`src/rtl/core/ipd_pkg.sv`:
```
package ipd_pkg;

  localparam int unsigned InW          = 16;
  localparam int unsigned VoltW        = 15;
  localparam int unsigned DutyW        = 11;
  localparam int unsigned HalfScaleDef = 1000;

  localparam logic [VoltW-1:0] VoltLimitRst = 15'd32767;
  localparam logic [DutyW-1:0] DutyMinRst   = 11'd0;
  localparam logic [DutyW-1:0] DutyMaxRst   = 11'd2000;

  typedef enum logic [1:0] {
    RegVoltLimit = 2'd0,
    RegDutyMin   = 2'd1,
    RegDutyMax   = 2'd2
  } reg_idx_e;

  typedef struct packed {
    logic signed [InW-1:0] volt_d;
    logic signed [InW-1:0] volt_q;
    logic signed [InW-1:0] cos_u;
    logic signed [InW-1:0] sin_u;
    logic signed [InW-1:0] cos_v;
    logic signed [InW-1:0] sin_v;
    logic signed [InW-1:0] cos_w;
    logic signed [InW-1:0] sin_w;
  } in_item_t;

  typedef struct packed {
    logic [DutyW-1:0] duty_u;
    logic [DutyW-1:0] duty_v;
    logic [DutyW-1:0] duty_w;
  } out_item_t;

  // lim is the voltage limit with zero already mapped to one
  typedef struct packed {
    logic [VoltW-1:0] lim;
    logic [DutyW-1:0] duty_min;
    logic [DutyW-1:0] duty_max;
  } cfg_t;

  // quotient bits needed: the quotient never exceeds the half scale
  function automatic int unsigned quo_width(input int unsigned half);
    quo_width = $clog2(half + 1);
  endfunction

endpackage

```
`src/rtl/core/ipd_phase.sv`:
```
module ipd_phase #(
  parameter int unsigned HALF_SCALE = ipd_pkg::HalfScaleDef
) (
  input  logic                           clk_i,
  input  logic                           en_i,
  input  logic signed [ipd_pkg::InW-1:0] volt_d_i,
  input  logic signed [ipd_pkg::InW-1:0] volt_q_i,
  input  logic signed [ipd_pkg::InW-1:0] cos_i,
  input  logic signed [ipd_pkg::InW-1:0] sin_i,
  input  ipd_pkg::cfg_t                  cfg_i,
  output logic [ipd_pkg::DutyW-1:0]      duty_o
);
  import ipd_pkg::*;

  localparam int unsigned QW   = quo_width(HALF_SCALE);
  localparam int unsigned NumW = VoltW + QW;
  localparam int unsigned DW   = QW + 1;
  localparam int unsigned CW   = (DW > DutyW) ? DW : DutyW;

  // stage 1: products
  logic signed [2*InW-1:0] pc_q, ps_q;
  // stage 2: shifted difference
  logic signed [2*InW:0]   diff;
  logic signed [17:0]      v_q;
  // stage 3: clamped magnitude and sign
  logic signed [17:0]      lim_s;
  logic [VoltW-1:0]        mag_d, mag_q;
  logic                    neg_d, neg3_q;
  // stage 4: scaled numerator
  logic [NumW-1:0]         num_q;
  logic                    neg4_q;
  // divider stages, one quotient bit each
  logic [VoltW-1:0]        rem_q [QW];
  logic [VoltW-1:0]        rem_d [QW];
  logic [QW-1:0]           sh_q  [QW];
  logic [QW-1:0]           sh_d  [QW];
  logic                    ndv_q [QW];
  logic [VoltW:0]          trial [QW];
  logic [VoltW-1:0]        rem_in [QW];
  logic [QW-1:0]           sh_in  [QW];
  // final stage
  logic [CW-1:0]           sum, lo_b, res;
  logic [DutyW-1:0]        duty_q;

  always_ff @(posedge clk_i) begin
    if (en_i) begin
      pc_q <= cos_i * volt_d_i;
      ps_q <= sin_i * volt_q_i;
    end
  end

  assign diff = (2*InW+1)'(pc_q) - (2*InW+1)'(ps_q);

  always_ff @(posedge clk_i) begin
    if (en_i) begin
      v_q <= 18'(diff >>> 15);
    end
  end

  assign lim_s = signed'({3'b000, cfg_i.lim});

  always_comb begin
    if (v_q > lim_s) begin
      mag_d = cfg_i.lim;
      neg_d = 1'b0;
    end else if (v_q < -lim_s) begin
      mag_d = cfg_i.lim;
      neg_d = 1'b1;
    end else begin
      neg_d = v_q[17];
      mag_d = neg_d ? VoltW'(-v_q) : VoltW'(v_q);
    end
  end

  always_ff @(posedge clk_i) begin
    if (en_i) begin
      mag_q  <= mag_d;
      neg3_q <= neg_d;
      num_q  <= NumW'(mag_q) * NumW'(HALF_SCALE);
      neg4_q <= neg3_q;
    end
  end

  // restoring division; the top part of the numerator is already below lim
  always_comb begin
    for (int j = 0; j < QW; j++) begin
      if (j == 0) begin
        rem_in[j] = num_q[NumW-1:QW];
        sh_in[j]  = num_q[QW-1:0];
      end else begin
        rem_in[j] = rem_q[j-1];
        sh_in[j]  = sh_q[j-1];
      end
      trial[j] = {rem_in[j], sh_in[j][QW-1]};
      if (trial[j] >= {1'b0, cfg_i.lim}) begin
        rem_d[j] = VoltW'(trial[j] - {1'b0, cfg_i.lim});
        sh_d[j]  = {sh_in[j][QW-2:0], 1'b1};
      end else begin
        rem_d[j] = trial[j][VoltW-1:0];
        sh_d[j]  = {sh_in[j][QW-2:0], 1'b0};
      end
    end
  end

  always_ff @(posedge clk_i) begin
    if (en_i) begin
      for (int j = 0; j < QW; j++) begin
        rem_q[j] <= rem_d[j];
        sh_q[j]  <= sh_d[j];
        ndv_q[j] <= (j == 0) ? neg4_q : ndv_q[j-1];
      end
    end
  end

  // offset by half scale, then floor at duty_min and cap at duty_max
  always_comb begin
    if (ndv_q[QW-1]) begin
      sum = CW'(HALF_SCALE) - CW'(sh_q[QW-1]);
    end else begin
      sum = CW'(HALF_SCALE) + CW'(sh_q[QW-1]);
    end
    lo_b = (sum < CW'(cfg_i.duty_min)) ? CW'(cfg_i.duty_min) : sum;
    res  = (lo_b > CW'(cfg_i.duty_max)) ? CW'(cfg_i.duty_max) : lo_b;
  end

  always_ff @(posedge clk_i) begin
    if (en_i) begin
      duty_q <= res[DutyW-1:0];
    end
  end

  assign duty_o = duty_q;

endmodule

```
`config.mk`:
```
export PLATFORM = sky130hd
export DESIGN_NAME = ipd_phase
export DESIGN_NICKNAME = d
export VERILOG_FILES = /design/src/rtl/core/ipd_pkg.sv /design/src/rtl/core/ipd_phase.sv
export SDC_FILE = /design/constraint.sdc
export NUM_CORES = 2
export LEC_CHECK = 0
export BUFFER_PORTS_ARGS = -buffer_cell sky130_fd_sc_hd__buf_2
export CORE_MARGIN = 5
export CORE_UTILIZATION = 62
export CTS_BUF_LIST = sky130_fd_sc_hd__clkbuf_16
export DETAILED_ROUTE_END_ITERATION = 10
export PLACE_DENSITY = 0.83
export SETUP_SLACK_MARGIN = 0.02
export SYNTH_ARGS = -nofsm -noshare
export SYNTH_HDL_FRONTEND = slang
export SYNTH_SLANG_ARGS = --single-unit
```
`constraint.sdc`:
```
create_clock -name clk_i -period 8.4 [get_ports clk_i]
set_input_delay 1.68 -clock clk_i [delete_from_list [all_inputs] [get_ports clk_i]]
set_output_delay 1.68 -clock clk_i [all_outputs]
set_load 0.005 [all_outputs]
```
==> run metrics <==
count of flip-flops with a built-in enable after synthesis 353; TritonCTS clock tree done; Synth async-reset ratio 0%; final clock skew 0.0187 ns; Post-DP HPWL 77300 µm; maximum buffer depth of the clock tree 3; Row Count 97; max-slew headroom at the worst pin 29.7%; number of nets in the finished design 5529; maximum frequency from static timing analysis 0.132 GHz; number of filler cells placed in the layout 5267; kind of launch point of the worst setup path primary input; cell with the largest stage delay on the worst path fa_1; number of buffers added on ports 113; gate count after technology mapping 4304; Clk Latency, worst-skew pair 0.58 ns; first-pass iteration count of the detailed router 5; result of the run finished, final reports clean; Die Footprint 76300 µm²; violation count after the first detailed-route iteration 2337; largest area contributor in the synthesized netlist fa_1; Worst Setup End Kind flip-flop; endpoint of the most critical setup path pc_q[30]; P&R area growth vs syn 6.72%; reg-to-reg critical path startpoint mag_q[2]; share of layout cells above drive strength 1 7.33%; number of slew-limit violations in the final report 0; wire length of the first global-routing pass 164000 µm; post-route clock period utilization 90.2%; R2R Setup Slk 3.27 ns; most used cell, CP fa_1; dpl ws 0.226 ns; Routed Antenna Nets 0; Synth Net Count 5444; non-filler cells, final 5365; grt total ovfl 0; register bit count reported by yosys 353; number of resized instances in the post-cts repair step 0; number of buffers inserted by post-CTS setup repair 0; Detailed Route WL 99200 µm; remaining routing DRC violations 0; instance count after placement with tap cells included 5286; type of the worst setup path primary input to flip-flop; start point of the critical path cos_i[15]; PnR worst setup slack 0.823 ns; RSZ-0062 raised after global routing no; TritonCTS Sinks 353; number of global-route vias before repair 33.0k; most common cell after layout, fill and taps aside inv_1; max capacitance violation total 0; mean cell area of the mapped netlist 10.2 µm²; synth warn 0; hold-critical path depth 0; maximum net fanout on the critical path 16; highest-count cells in the layout ignoring fill and taps 817 x inv_1, 583 x fa_1, 454 x ha_1, 353 x edfxtp_1, 345 x nand2_1; fraction of the yosys area taken by sequential cells 24.1%; worst-case reg-to-reg path depth 16; post-route worst hold slack 0.408 ns; H-tree level count 2; Routability Congestion 0.916; top cells by area in the synthesized netlist fa_1 27%, edfxtp_1 24%, ha_1 13%; Tot GR Track Use 26.1%; area of the core region 70100 µm²; Cell Chain, Critical Path buf_2 -> nand2_1 -> inv_1 -> fa_1 -> fa_1 -> fa_1 -> fa_1 -> fa_1 -> inv_1 -> fa_1 -> inv_1 -> ha_1 -> a21o_1 -> a21oi_1 -> o21ai_0 -> a2111oi_0 -> a211oi_1 -> a211o_1 -> a21oi_1 -> xnor2_1; mean number of vias per cell 5.85; Clk Tree Root Cell clkbuf_16; Largest delay share family, worst path adder cells; count of distinct cell types in the synthesized netlist 75; Die Span X 276 µm; Largest stage delay, worst path 0.91 ns; IO Count 114; number of antenna violations at the first check in global routing 10; Worst Path Required 8.72 ns; Worst Hold Class flip-flop to flip-flop; DR vias 31.4k; worst path arrival time 7.89 ns; Crit path depth 20; final critical delay including setup and external delays 7.58 ns; Hold Violations, Final 0; Post-CTS Hold Fix Bufs 0; initial core utilization 62.6%; chip height 276 µm; area of the mapped netlist 43900 µm²; number of setup violations in the final report 0; area share of the largest cell type after synthesis 26.6%; transition time of the tightest slew-check pin 1.05 ns; total negative setup slack 0 ns; TritonCTS Buffers 41; routed wirelength normalized by instance count 18.5 µm; RR Endpoint num_q[24]; commonest register cell after synthesis edfxtp_1; buffers and inverters on the worst path 4; largest net degree at the start of global routing 120; clock transition at the register clock pins on the worst setup and hold paths after CTS 0.06 ns
[worst reg2reg max path, delay by kind of cell, from the launching register on]
family / cells / cell delay [ns]
AO/OA/AOI/OAI: 7 / 1.65
XOR/XNOR: 1 / 0.08
adder cells (fa/ha/maj): 5 / 2.43
buffers and inverters: 2 / 0.11
flip-flops: 1 / 0.52
AND/OR/NAND/NOR: 1 / 0.10
[per-layer routing]
metal	wire [µm]	global-route usage (%)
met1	36900	31.6
met3	6640	3.82
met4	5160	11.7
met5	77	0
met2	50400	46.6
[cells in the mapped netlist (7+ instances only)]
master and count:
inv_1 810, fa_1 583, ha_1 454, edfxtp_1 353, nand2_1 345, and2_1 257
a21oi_1 178, nor2_1 174, xnor2_1 154, o21ai_0 121, mux2_2 105, clkbuf_1 76
xor2_1 73, o21a_1 52, nor3_1 49, a21o_1 48, nand3_1 46, nor2b_1 45
mux2i_1 35, nand4_1 35, nand2b_1 34, a211oi_1 29, o21bai_1 20, a31oi_1 18
and3_1 16, or3_1 16, nor4_1 14, o31ai_1 13, o211ai_1 11, or2_2 11
a211o_1 10, o41ai_1 9, or4_1 9, a21boi_0 8, buf_2 8, a2111oi_0 7
[state kept, by name, summed over array words and instances, names as in the netlist]
signal and flops:
neg4_q 1, pc_q 32, v_q 18, neg3_q 1, mag_q 15, ps_q 32, sh_q 76, num_q 22
ndv_q 10, duty_o 11, rem_q 135
[logic make-up after synthesis]
kind of cell	count (synthesis)	share of synthesized area (%)
buffers and inverters	899	7.74
DFF	353	24.1
xor gates and xnor gates	227	4.53
adders and majority gates	1037	39.5
muxes	140	3.49
and+or+nand+nor	1070	12.1
AOI/OAI and AO/OA	578	8.49
[cell type report]
cell class | instances | area (µm²) | share of cell area [%]
Inverter | 810 | 3040 | 6.49
Clock buffer | 41 | 1030 | 2.19
Tap cell | 940 | 1180 | 2.51
Antenna cell | 4 | 10.0 | 0.0214
Sequential cell | 353 | 10600 | 22.6
Clock inverter | 34 | 362 | 0.771
Multi-Input combinational cell | 3052 | 29900 | 63.8
Timing Repair Buffer | 131 | 736 | 1.57
[worst min path at each step]
stage	from	endpoint	slack [ns]
after floorplan	neg4_q	ndv_q[0]	0.40
after global placement	num_q[4]	sh_q[0][5]	0.40
after detailed placement	ndv_q[1]	ndv_q[2]	0.40
after CTS	ndv_q[1]	ndv_q[2]	0.40
after global routing	ndv_q[1]	ndv_q[2]	0.41
final	ndv_q[1]	ndv_q[2]	0.41
[through the flow]
stage	utilization [%]	cell area (µm²)
final	66.8	46900
after global routing	66.8	46900
after CTS	66.8	46900
after detailed placement	64.8	45500
after global placement	64.8	45500
after floorplan	-	43900
Power is not shown: default switching activity piles up to over one toggle a cycle in this logic, so the estimate is an artifact.
